<file path="config.mk">
export PLATFORM = sky130hd
export DESIGN_NAME = ansi_escape_display_decoder
export DESIGN_NICKNAME = d
export VERILOG_FILES = /design/src/design/aed_pkg.sv /design/src/design/aed_param_store.sv /design/src/design/aed_sgr_unit.sv /design/src/design/ansi_escape_display_decoder.sv
export SDC_FILE = /design/constraint.sdc
export NUM_CORES = 1
export LEC_CHECK = 0
export BUFFER_PORTS_ARGS = -buffer_cell sky130_fd_sc_hd__buf_2
export CORE_UTILIZATION = 65
export CTS_CLUSTER_DIAMETER = 200
export DETAILED_ROUTE_END_ITERATION = 8
export HOLD_SLACK_MARGIN = 0.15
export MAX_ROUTING_LAYER = met4
export PLACE_DENSITY = 0.84
export SETUP_SLACK_MARGIN = 0.2
export SYNTH_ARGS = -nofsm -noshare
export SYNTH_HDL_FRONTEND = slang
export SYNTH_SLANG_ARGS = --single-unit
</file>
<file path="constraint.sdc">
create_clock -name clk_i -period 12.75 [get_ports clk_i]
set_clock_uncertainty 0.05 [all_clocks]
set_input_delay 1.275 -clock clk_i [delete_from_list [all_inputs] [get_ports clk_i]]
set_output_delay 1.275 -clock clk_i [all_outputs]
set_load 0.01 [all_outputs]
</file>
<file path="src/design/aed_pkg.sv">
// Shared types and constants for the ANSI escape display decoder.
`default_nettype none

package aed_pkg;

  localparam int unsigned VAL_W = 14;
  localparam int unsigned ACC_W = VAL_W + 3;
  localparam logic [VAL_W-1:0] VALUE_CAP = 14'd9999;

  typedef enum logic [1:0] {
    PH_TEXT,
    PH_ESC,
    PH_CSI,
    PH_FIELD
  } aed_phase_e;

  typedef enum logic [1:0] {
    ST_IDLE,
    ST_DECODE,
    ST_SGR,
    ST_OUT
  } aed_state_e;

  typedef enum logic [3:0] {
    CMD_PUT     = 4'd0,
    CMD_UP      = 4'd1,
    CMD_DOWN    = 4'd2,
    CMD_RIGHT   = 4'd3,
    CMD_LEFT    = 4'd4,
    CMD_MOVE    = 4'd5,
    CMD_ERASE   = 4'd6,
    CMD_CLR_EOL = 4'd7,
    CMD_SAVE    = 4'd8,
    CMD_RESTORE = 4'd9,
    CMD_ATTR    = 4'd10,
    CMD_FIELD   = 4'd11
  } aed_cmd_e;

  localparam logic [7:0] CH_CR     = 8'd13;
  localparam logic [7:0] CH_ESC    = 8'd27;
  localparam logic [7:0] CH_QUOTE  = 8'h22;
  localparam logic [7:0] CH_DASH   = 8'h2D;
  localparam logic [7:0] CH_ZERO   = 8'h30;
  localparam logic [7:0] CH_NINE   = 8'h39;
  localparam logic [7:0] CH_SEMI   = 8'h3B;
  localparam logic [7:0] CH_AT     = 8'h40;
  localparam logic [7:0] CH_LBRACK = 8'h5B;
  localparam logic [7:0] CH_UP     = 8'h41;
  localparam logic [7:0] CH_DOWN   = 8'h42;
  localparam logic [7:0] CH_RIGHT  = 8'h43;
  localparam logic [7:0] CH_LEFT   = 8'h44;
  localparam logic [7:0] CH_MOVE   = 8'h48;
  localparam logic [7:0] CH_ERASE  = 8'h4A;
  localparam logic [7:0] CH_CLREOL = 8'h4B;
  localparam logic [7:0] CH_SGR    = 8'h6D;
  localparam logic [7:0] CH_SAVE   = 8'h73;
  localparam logic [7:0] CH_REST   = 8'h75;
  localparam logic [7:0] CH_F_S    = 8'h73;
  localparam logic [7:0] CH_F_N    = 8'h6E;
  localparam logic [7:0] CH_F_L    = 8'h6C;
  localparam logic [7:0] CH_F_T    = 8'h74;
  localparam logic [7:0] CH_F_B    = 8'h62;

  localparam logic [VAL_W-1:0] SGR_RESET      = 14'd0;
  localparam logic [VAL_W-1:0] SGR_BOLD       = 14'd1;
  localparam logic [VAL_W-1:0] SGR_FAINT      = 14'd2;
  localparam logic [VAL_W-1:0] SGR_UNDERLINE  = 14'd4;
  localparam logic [VAL_W-1:0] SGR_BLINK      = 14'd5;
  localparam logic [VAL_W-1:0] SGR_REVERSE    = 14'd7;
  localparam logic [VAL_W-1:0] SGR_BOLD_OFF   = 14'd21;
  localparam logic [VAL_W-1:0] SGR_NORMAL     = 14'd22;
  localparam logic [VAL_W-1:0] SGR_UNDER_OFF  = 14'd24;
  localparam logic [VAL_W-1:0] SGR_BLINK_OFF  = 14'd25;
  localparam logic [VAL_W-1:0] SGR_REV_OFF    = 14'd27;
  localparam logic [VAL_W-1:0] SGR_FG_LO      = 14'd30;
  localparam logic [VAL_W-1:0] SGR_FG_HI      = 14'd37;
  localparam logic [VAL_W-1:0] SGR_BG_LO      = 14'd40;
  localparam logic [VAL_W-1:0] SGR_BG_HI      = 14'd47;

  localparam logic [2:0] FG_DEFAULT = 3'd7;
  localparam logic [2:0] FG_UNDERLINE = 3'd4;

  typedef struct packed {
    logic reverse;
    logic blink;
    logic underline;
    logic bold;
  } aed_attr_t;

  typedef struct packed {
    logic       clear;
    logic       digit;
    logic       semi;
    logic [3:0] digit_val;
  } aed_pctl_t;

endpackage

`default_nettype wire

</file>
<file path="src/design/aed_param_store.sv">
// Parameter store of a control sequence with the shared times-ten accumulate unit.
`default_nettype none

module aed_param_store import aed_pkg::*; #(
  parameter int unsigned MAX_PARAMS = 8,
  localparam int unsigned IDX_W = $clog2(MAX_PARAMS),
  localparam int unsigned CNT_W = $clog2(MAX_PARAMS + 1)
) (
  input  wire logic             clk_i,
  input  wire logic             rst_ni,
  input  wire aed_pctl_t        pctl_i,
  input  wire logic [IDX_W-1:0] rd_idx_i,
  output logic [VAL_W-1:0]      rd_val_o,
  output logic [VAL_W-1:0]      val0_o,
  output logic [VAL_W-1:0]      val1_o,
  output logic [CNT_W-1:0]      count_o,
  output logic                  seen_digit_o,
  output logic                  first_empty_o
);

  logic [VAL_W-1:0] val_q [MAX_PARAMS];
  logic [CNT_W-1:0] count_q, count_d;
  logic             seen_q, seen_d;
  logic             first_empty_q, first_empty_d;
  logic             has_room;
  logic [IDX_W-1:0] wr_idx, rd_addr;
  logic [VAL_W-1:0] rd_val;
  logic [ACC_W-1:0] prod;
  logic [VAL_W-1:0] acc;

  assign has_room = count_q < CNT_W'(MAX_PARAMS);
  assign wr_idx   = has_room ? count_q[IDX_W-1:0] : '0;
  assign rd_addr  = pctl_i.digit ? wr_idx : rd_idx_i;
  assign rd_val   = val_q[rd_addr];

  // value * 10 + digit, saturating
  assign prod = ({3'b000, rd_val} << 3) + ({3'b000, rd_val} << 1)
              + ACC_W'(pctl_i.digit_val);
  assign acc  = (prod > ACC_W'(VALUE_CAP)) ? VALUE_CAP : prod[VAL_W-1:0];

  always_ff @(posedge clk_i) begin
    if (pctl_i.clear) begin
      for (int i = 0; i < MAX_PARAMS; i++) begin
        val_q[i] <= '0;
      end
    end else if (pctl_i.digit && has_room) begin
      val_q[wr_idx] <= acc;
    end
  end

  always_comb begin
    count_d       = count_q;
    seen_d        = seen_q;
    first_empty_d = first_empty_q;
    if (pctl_i.clear) begin
      count_d       = '0;
      seen_d        = 1'b0;
      first_empty_d = 1'b1;
    end else if (pctl_i.digit) begin
      if (has_room) begin
        seen_d = 1'b1;
        if (count_q == '0) begin
          first_empty_d = 1'b0;
        end
      end
    end else if (pctl_i.semi) begin
      if (has_room) begin
        count_d = count_q + 1'b1;
      end
      seen_d = 1'b0;
    end
  end

  always_ff @(posedge clk_i or negedge rst_ni) begin
    if (!rst_ni) begin
      count_q       <= '0;
      seen_q        <= 1'b0;
      first_empty_q <= 1'b1;
    end else begin
      count_q       <= count_d;
      seen_q        <= seen_d;
      first_empty_q <= first_empty_d;
    end
  end

  assign rd_val_o      = rd_val;
  assign val0_o        = val_q[0];
  assign val1_o        = val_q[1];
  assign count_o       = count_q;
  assign seen_digit_o  = seen_q;
  assign first_empty_o = first_empty_q;

endmodule

`default_nettype wire

</file>
<file path="src/design/aed_sgr_unit.sv">
// Attribute and color state with the unit that applies one SGR code per cycle.
`default_nettype none

module aed_sgr_unit import aed_pkg::*; (
  input  wire logic             clk_i,
  input  wire logic             rst_ni,
  input  wire logic             apply_i,
  input  wire logic [VAL_W-1:0] code_i,
  output logic [5:0]            pair_o,
  output aed_attr_t             attr_o
);

  logic [2:0] fg_q, fg_d, bg_q, bg_d;
  logic [5:0] pair_q, pair_d;
  aed_attr_t  attr_q, attr_d;
  logic [VAL_W-1:0] fg_off, bg_off;

  assign fg_off = code_i - SGR_FG_LO;
  assign bg_off = code_i - SGR_BG_LO;

  always_comb begin
    fg_d   = fg_q;
    bg_d   = bg_q;
    pair_d = pair_q;
    attr_d = attr_q;
    if (apply_i) begin
      unique case (code_i) inside
        SGR_RESET: begin
          attr_d = '0;
          fg_d   = FG_DEFAULT;
          bg_d   = '0;
          pair_d = '0;
        end
        SGR_BOLD: attr_d.bold = 1'b1;
        SGR_FAINT, SGR_BOLD_OFF, SGR_NORMAL: attr_d.bold = 1'b0;
        SGR_UNDERLINE: begin
          attr_d.underline = 1'b1;
          fg_d             = FG_UNDERLINE;
        end
        SGR_BLINK: attr_d.blink = 1'b1;
        SGR_REVERSE, SGR_REV_OFF: begin
          attr_d.reverse = (code_i == SGR_REVERSE);
          fg_d           = bg_q;
          bg_d           = fg_q;
        end
        SGR_UNDER_OFF: attr_d.underline = 1'b0;
        SGR_BLINK_OFF: attr_d.blink = 1'b0;
        [SGR_FG_LO:SGR_FG_HI]: begin
          fg_d   = fg_off[2:0];
          pair_d = {bg_q, fg_off[2:0]};
        end
        [SGR_BG_LO:SGR_BG_HI]: begin
          bg_d   = bg_off[2:0];
          pair_d = {bg_off[2:0], fg_q};
        end
        default: ;
      endcase
    end
  end

  always_ff @(posedge clk_i or negedge rst_ni) begin
    if (!rst_ni) begin
      fg_q   <= FG_DEFAULT;
      bg_q   <= '0;
      pair_q <= '0;
      attr_q <= '0;
    end else begin
      fg_q   <= fg_d;
      bg_q   <= bg_d;
      pair_q <= pair_d;
      attr_q <= attr_d;
    end
  end

  assign pair_o = pair_q;
  assign attr_o = attr_q;

endmodule

`default_nettype wire

</file>
<file path="src/design/ansi_escape_display_decoder.sv">
// Top level: byte parser and sequencer of the ANSI escape display decoder.
// Order: a byte is accepted in ST_IDLE and decoded in the next cycle; a result
//   is valid in the cycle after decode, or for an SGR final with N applied fields
//   (N up to MAX_PARAMS) after ST_SGR has applied them, one field per cycle.
// A new byte is taken only in ST_IDLE, after any result has been handed off in ST_OUT.
// Reset: asynchronous active low; plain-text phase, default colors, no params.
`default_nettype none

module ansi_escape_display_decoder import aed_pkg::*; #(
  parameter int unsigned MAX_PARAMS = 8
) (
  input  wire logic                 clk_i,
  input  wire logic                 rst_ni,
  input  wire logic                 in_valid_i,
  output logic                      in_ready_o,
  input  wire logic [7:0]           text_byte_i,
  output logic                      out_valid_o,
  input  wire logic                 out_ready_i,
  output logic [3:0]                command_o,
  output logic [VAL_W-1:0]          arg_first_o,
  output logic [VAL_W-1:0]          arg_second_o,
  output logic [5:0]                palette_idx_o,
  output logic                      bold_on_o,
  output logic                      underline_on_o,
  output logic                      blink_on_o,
  output logic                      reverse_on_o
);

  localparam int unsigned IDX_W = $clog2(MAX_PARAMS);
  localparam int unsigned CNT_W = $clog2(MAX_PARAMS + 1);

  aed_state_e state_q, state_d;
  aed_phase_e phase_q, phase_d;
  logic       quote_q, quote_d;
  logic [7:0] byte_q;
  logic [CNT_W-1:0] iter_q, iter_d, sgr_cnt;
  logic       iter_last;

  aed_cmd_e         cmd_q, cmd_d;
  logic [VAL_W-1:0] arg1_q, arg1_d, arg2_q, arg2_d;
  logic             out_load;

  aed_pctl_t        pctl;
  logic [VAL_W-1:0] rd_val, val0, val1;
  logic [CNT_W-1:0] pcount;
  logic             seen_digit, first_empty;
  logic [5:0]       pair;
  aed_attr_t        attr;

  logic             emit, start_sgr, is_digit, active;
  aed_cmd_e         emit_cmd;
  logic [VAL_W-1:0] emit_a, emit_b, mv_cnt, col, row;

  aed_param_store #(.MAX_PARAMS(MAX_PARAMS)) u_params (
    .clk_i         (clk_i),
    .rst_ni        (rst_ni),
    .pctl_i        (pctl),
    .rd_idx_i      (iter_q[IDX_W-1:0]),
    .rd_val_o      (rd_val),
    .val0_o        (val0),
    .val1_o        (val1),
    .count_o       (pcount),
    .seen_digit_o  (seen_digit),
    .first_empty_o (first_empty)
  );

  aed_sgr_unit u_sgr (
    .clk_i   (clk_i),
    .rst_ni  (rst_ni),
    .apply_i (state_q == ST_SGR),
    .code_i  (rd_val),
    .pair_o  (pair),
    .attr_o  (attr)
  );

  assign sgr_cnt   = (pcount < CNT_W'(MAX_PARAMS)) ? pcount + CNT_W'(seen_digit)
                                                   : CNT_W'(MAX_PARAMS);
  assign iter_last = (CNT_W'(iter_q + 1'b1) == sgr_cnt);
  assign is_digit  = (byte_q >= CH_ZERO) && (byte_q <= CH_NINE);
  assign active    = (state_q == ST_DECODE) && (byte_q != CH_CR);
  assign mv_cnt    = (val0 == '0) ? VAL_W'(1) : val0;
  assign col       = (first_empty || val0 == '0) ? '0 : val0 - 1'b1;
  assign row       = (first_empty || val1 == '0) ? '0 : val1 - 1'b1;

  // one parse step on the latched byte
  always_comb begin
    phase_d        = phase_q;
    quote_d        = quote_q;
    pctl           = '0;
    pctl.digit_val = byte_q[3:0];
    emit           = 1'b0;
    start_sgr      = 1'b0;
    emit_cmd       = CMD_PUT;
    emit_a         = '0;
    emit_b         = '0;
    if (active) begin
      unique case (phase_q)
        PH_TEXT: begin
          if (byte_q == CH_ESC) begin
            phase_d = PH_ESC;
          end else begin
            emit   = 1'b1;
            emit_a = VAL_W'(byte_q);
          end
        end
        PH_ESC: begin
          if (byte_q == CH_LBRACK) begin
            phase_d    = PH_CSI;
            pctl.clear = 1'b1;
          end else if (byte_q == CH_AT) begin
            phase_d    = PH_FIELD;
            pctl.clear = 1'b1;
          end
        end
        PH_CSI: begin
          if (is_digit) begin
            pctl.digit = 1'b1;
          end else if (byte_q == CH_SEMI) begin
            pctl.semi = 1'b1;
          end else begin
            phase_d = PH_TEXT;
            emit    = 1'b1;
            unique case (byte_q)
              CH_UP: begin
                emit_cmd = CMD_UP;
                emit_a   = mv_cnt;
              end
              CH_DOWN: begin
                emit_cmd = CMD_DOWN;
                emit_a   = mv_cnt;
              end
              CH_RIGHT: begin
                emit_cmd = CMD_RIGHT;
                emit_a   = mv_cnt;
              end
              CH_LEFT: begin
                emit_cmd = CMD_LEFT;
                emit_a   = mv_cnt;
              end
              CH_MOVE: begin
                emit_cmd = CMD_MOVE;
                emit_a   = col;
                emit_b   = row;
              end
              CH_ERASE:  emit_cmd = CMD_ERASE;
              CH_CLREOL: emit_cmd = CMD_CLR_EOL;
              CH_SAVE:   emit_cmd = CMD_SAVE;
              CH_REST:   emit_cmd = CMD_RESTORE;
              CH_SGR: begin
                emit      = 1'b0;
                start_sgr = 1'b1;
              end
              default: emit = 1'b0;
            endcase
          end
        end
        PH_FIELD: begin
          if (is_digit || byte_q == CH_DASH || byte_q == CH_SEMI ||
              byte_q == CH_QUOTE || quote_q) begin
            if (byte_q == CH_QUOTE) begin
              quote_d = !quote_q;
            end
          end else begin
            phase_d = PH_TEXT;
            quote_d = 1'b0;
            if (byte_q == CH_F_S || byte_q == CH_F_N || byte_q == CH_F_L ||
                byte_q == CH_F_T || byte_q == CH_F_B) begin
              emit     = 1'b1;
              emit_cmd = CMD_FIELD;
              emit_a   = VAL_W'(byte_q);
            end
          end
        end
        default: ;
      endcase
    end
  end

  // sequencer next state
  always_comb begin
    state_d = state_q;
    unique case (state_q)
      ST_IDLE:   if (in_valid_i) state_d = ST_DECODE;
      ST_DECODE: begin
        if (start_sgr) begin
          state_d = (sgr_cnt == '0) ? ST_OUT : ST_SGR;
        end else if (emit) begin
          state_d = ST_OUT;
        end else begin
          state_d = ST_IDLE;
        end
      end
      ST_SGR:    if (iter_last) state_d = ST_OUT;
      ST_OUT:    if (out_ready_i) state_d = ST_IDLE;
      default:   state_d = ST_IDLE;
    endcase
  end

  // sequencer outputs
  always_comb begin
    in_ready_o  = (state_q == ST_IDLE);
    out_valid_o = (state_q == ST_OUT);
    iter_d      = (state_q == ST_SGR) ? CNT_W'(iter_q + 1'b1) : '0;
    out_load    = ((state_q == ST_DECODE) && (emit || (start_sgr && sgr_cnt == '0))) ||
                  ((state_q == ST_SGR) && iter_last);
    cmd_d       = (start_sgr || state_q == ST_SGR) ? CMD_ATTR : emit_cmd;
    arg1_d      = emit_a;
    arg2_d      = emit_b;
  end

  always_ff @(posedge clk_i or negedge rst_ni) begin
    if (!rst_ni) begin
      state_q <= ST_IDLE;
      phase_q <= PH_TEXT;
      quote_q <= 1'b0;
      iter_q  <= '0;
    end else begin
      state_q <= state_d;
      phase_q <= phase_d;
      quote_q <= quote_d;
      iter_q  <= iter_d;
    end
  end

  always_ff @(posedge clk_i) begin
    if (in_valid_i && in_ready_o) begin
      byte_q <= text_byte_i;
    end
    if (out_load) begin
      cmd_q  <= cmd_d;
      arg1_q <= arg1_d;
      arg2_q <= arg2_d;
    end
  end

  assign command_o      = cmd_q;
  assign arg_first_o    = arg1_q;
  assign arg_second_o   = arg2_q;
  assign palette_idx_o  = pair;
  assign bold_on_o      = attr.bold;
  assign underline_on_o = attr.underline;
  assign blink_on_o     = attr.blink;
  assign reverse_on_o   = attr.reverse;

  a_no_overlap: assert property (@(posedge clk_i) disable iff (!rst_ni)
    !(in_ready_o && out_valid_o))
    else $error("input taken while a result is pending");

  a_accept_decode: assert property (@(posedge clk_i) disable iff (!rst_ni)
    (in_valid_i && in_ready_o) |=> (state_q == ST_DECODE))
    else $error("accepted item not decoded next cycle");

  a_iter_range: assert property (@(posedge clk_i) disable iff (!rst_ni)
    (state_q == ST_SGR) |-> (iter_q < sgr_cnt))
    else $error("SGR iteration past stored fields");

  a_out_stable: assert property (@(posedge clk_i) disable iff (!rst_ni)
    (out_valid_o && !out_ready_i) |=> ($stable(command_o) && $stable(palette_idx_o)))
    else $error("pending result changed");

endmodule

`default_nettype wire

</file>
==> results.cfg <==
[status]
status = completed

[sta]
hold_viol = 0
worst_pin_slew_ps = 1131
max_slew_margin = 0.2405
rsz0062_at_grt = no
setup_violations = 0
slew_viol_final = 0
timing.setup.tns_ps = 0
fin_crit_sh = 0.6095
min_period_ps = 7771
fmaxAchievable_mhz = 128.7

[grt]
grt_pass1_vias = 8128
grt_overflow = 0
antenna_found_initial = 0
grt_pass1_wl_um = 43700
grt_start_max_net_pins = 57
track_usage = 0.3550

[route]
postRouteAntennaNets = 0
drc = 0
wl_per_cell_um = 22.04
drt-vias-per-instance = 6.909
vias = 8857
firstDrtPassIters = 5
drtIter0Drc = 1202
drt_wl_total_um = 28260

[worst_hold_path]
hp-class = flip-flop to flip-flop

[worst_setup_path]
path_common_cell = a21oi_1
crit_chain = o21ai_1 > and4_1 > mux2_4 > mux2i_1 > o221ai_1 > and3_1 > fa_1 > ha_1 > a21o_1 > a21oi_1 > o21ai_0 > a31o_2 > nand4_1 > nand2_1 > xnor2_1 > a31oi_1 > nor3_1 > a21oi_1
path_buf_inv = 0
crit_slowest_cell = nor3_1
endpoint_kind = flip-flop
cp.arrival_ps = 7860
worstSetupPathType = flip-flop to flip-flop
worstPathRequired_ps = 12840
start_kind = flip-flop
critPathMaxFanout = 26
critPathMaxStageDelay_ps = 1020
critPathTopFamily = compound AO/OA/AOI/OAI gates

[clocking]
clock_latency_ps = 430
post_cts_resized = 0
clk_pin_slew_ps = 70
ctsRootBufferMaster = clkbuf_16
cts_buffer_depth = 2
cts_made_buffers = 17
cts.sinks = 183
ctsHtreeMaxLevel = 4
postCtsHoldBufs = 0
cts_tree = built
post_cts_buffers = 0

[job]
drv_cap = 0

[cells_and_area]
diodes = 0
final_common_cell = edfxtp_1
syn_to_final_growth_pct = 8.313
stdcell_count = 1282
layout_common_cells = 152 x edfxtp_1, 86 x a21oi_1, 76 x nor2_1
drive_gt1_frac = 0.1182
fillers = 1092
finalNetCount = 1106

[pwr]
power_density_nw_per_um2 = 109.3
max-vdd-ir-drop_uv = 96.02
p_leak_uw = 0.004155

[logic_synthesis]
ys.flop_type = edfxtp_1
async_flop_share = 0.1694
synth-edff-count = 152
yosysSeqAreaShare = 0.4960
postSynthCellCount = 1041
syn-cell-area_um2 = 10780
syn-num-nets = 1091
ys_types = 84
avgSynthCellArea_um2 = 10.35
ys_seq_elements = 183
synth_warnings = 0

[floorplan]
die_h_um = 130.8
start_util = 0.6711
rows = 46
core_um2 = 16060
die_area_um2 = 17100
die_x_um = 130.8
ios = 56

[placed_design]
dp_hpwl_um = 18300
place_congestion = 0.9085
numPortBuffers = 55
place_inst = 1253
==> state kept, by name, indices dropped and copies added, names as in the netlist, named ones only <==
signal and cells:
arg_first_o 14, arg_second_o 14, byte_q 8, command_o 4, iter_q 4, phase_q 2, quote_q 1, state_q 1
u_params.count_o 4, u_params.first_empty_o 1, u_params.seen_digit_o 1, u_params.val_q 112, u_sgr.attr_o 4, u_sgr.bg_q 3, u_sgr.fg_q 3, u_sgr.pair_o 6
==> kinds of logic after synthesis <==
family / count (synthesis) / share of synthesized area
AOI/OAI and AO/OA: 278 / 0.1685
xor gates and xnor gates: 35 / 0.02845
muxes: 47 / 0.05213
adders and majority gates: 38 / 0.04551
buffers and inverters: 116 / 0.04365
and+or+nand+nor: 344 / 0.1658
DFF: 183 / 0.4960
==> metal layers <==
metal / track usage / vias up / wire (µm)
met5: - / - / 0
met4: 0.1602 / 0 / 979
met3: 0.08265 / 96 / 3359
met2: 0.5403 / 646 / 13320
met1: 0.4534 / 4109 / 10600
li1: - / 4006 / -
==> worst paths after layout <==
check                      depth (start not counted)  slack (ps)                    to       startpoint
hold / removal                                     1         440       u_sgr.pair_o[0]  u_sgr.pair_o[0]
min in group asynchronous                          1         830            phase_q[1]           rst_ni
hold reg to reg                                    1         440       u_sgr.pair_o[0]  u_sgr.pair_o[0]
setup reg to reg                                  18        4980  u_params.val_q[2][8]        byte_q[2]
max in group asynchronous                          1       11370   u_params.count_o[0]           rst_ni
setup / recovery                                  18        4980  u_params.val_q[2][8]        byte_q[2]
==> worst register-to-register path, cell delays in order, from the launching register on <==
cell and delay [ps]:
edfxtp_1 650, o21ai_1 490, and4_1 500, mux2_4 500, mux2i_1 210, o221ai_1 290
and3_1 550, fa_1 560, ha_1 330, a21o_1 150, a21oi_1 220, o21ai_0 150
a31o_2 290, nand4_1 90, nand2_1 70, xnor2_1 730, a31oi_1 440, nor3_1 1020
a21oi_1 210
==> layout make-up <==
cell class                      count  area, µm²  area share
Tap cell                          216      270.3     0.02315
Multi-Input combinational cell    742       4980      0.4266
Clock buffer                       18      429.2     0.03677
Timing Repair Buffer               63      335.3     0.02873
Sequential cell                   183       5345      0.4579
Clock inverter                     11      128.9     0.01104
Inverter                           49      183.9     0.01576
==> report_power, final <==
part | internal [µW] | leakage, µW | switching [µW]
clock | 286 | 0.000260 | 226
sequential | 662 | 0.00157 | 16.5
combinational | 28.3 | 0.00232 | 55.9
==> through the flow <==
stage / worst slack, ps / instance area [µm²] / utilization / hold slack, ps / total power [µW]
final: 4979 / 11670 / 0.7269 / 439.2 / 1275
after global routing: 4538 / 11670 / 0.7269 / 459.8 / 1305
after CTS: 5223 / 11670 / 0.7269 / 441.2 / 1270
after detailed placement: 5345 / 11110 / 0.6921 / 426.7 / 771.9
after global placement: 5545 / 11110 / 0.6921 / 420.8 / 768.7
after floorplan: 6718 / 10780 / - / 402.2 / 743.0
==> cell usage after synthesis (all sizes together), types with 5 or more instances <==
| library cell | instances | area (µm²) |
|---|---|---|
| edfxtp | 152 | 4564 |
| a21oi | 87 | 435.4 |
| nor2 | 77 | 291.5 |
| nand2 | 72 | 272.8 |
| o21ai | 60 | 304.0 |
| nor4 | 53 | 331.6 |
| inv | 49 | 183.9 |
| clkbuf | 48 | 180.2 |
| ha | 36 | 450.4 |
| mux2i | 32 | 336.6 |
| dfrtp | 27 | 675.7 |
| nand3 | 27 | 140.1 |
| nor3 | 22 | 110.1 |
| xnor2 | 21 | 183.9 |
| or3 | 20 | 125.1 |
| buf | 19 | 106.4 |
| nor2b | 15 | 93.84 |
| a22oi | 14 | 105.1 |
| a31oi | 14 | 87.58 |
| nand4 | 14 | 87.58 |
| xor2 | 14 | 122.6 |
| a21o | 12 | 90.09 |
| mux2 | 11 | 135.1 |
| nand2b | 11 | 68.82 |
| o2111ai | 10 | 87.58 |
| o31ai | 8 | 60.06 |
| o21a | 7 | 52.55 |
| a2111oi | 6 | 71.32 |
| a211oi | 6 | 45.04 |
| a21boi | 6 | 56.31 |
| a41oi | 5 | 51.30 |
| and2 | 5 | 31.28 |
| o22ai | 5 | 31.28 |
(Power assumes the default switching activity.)
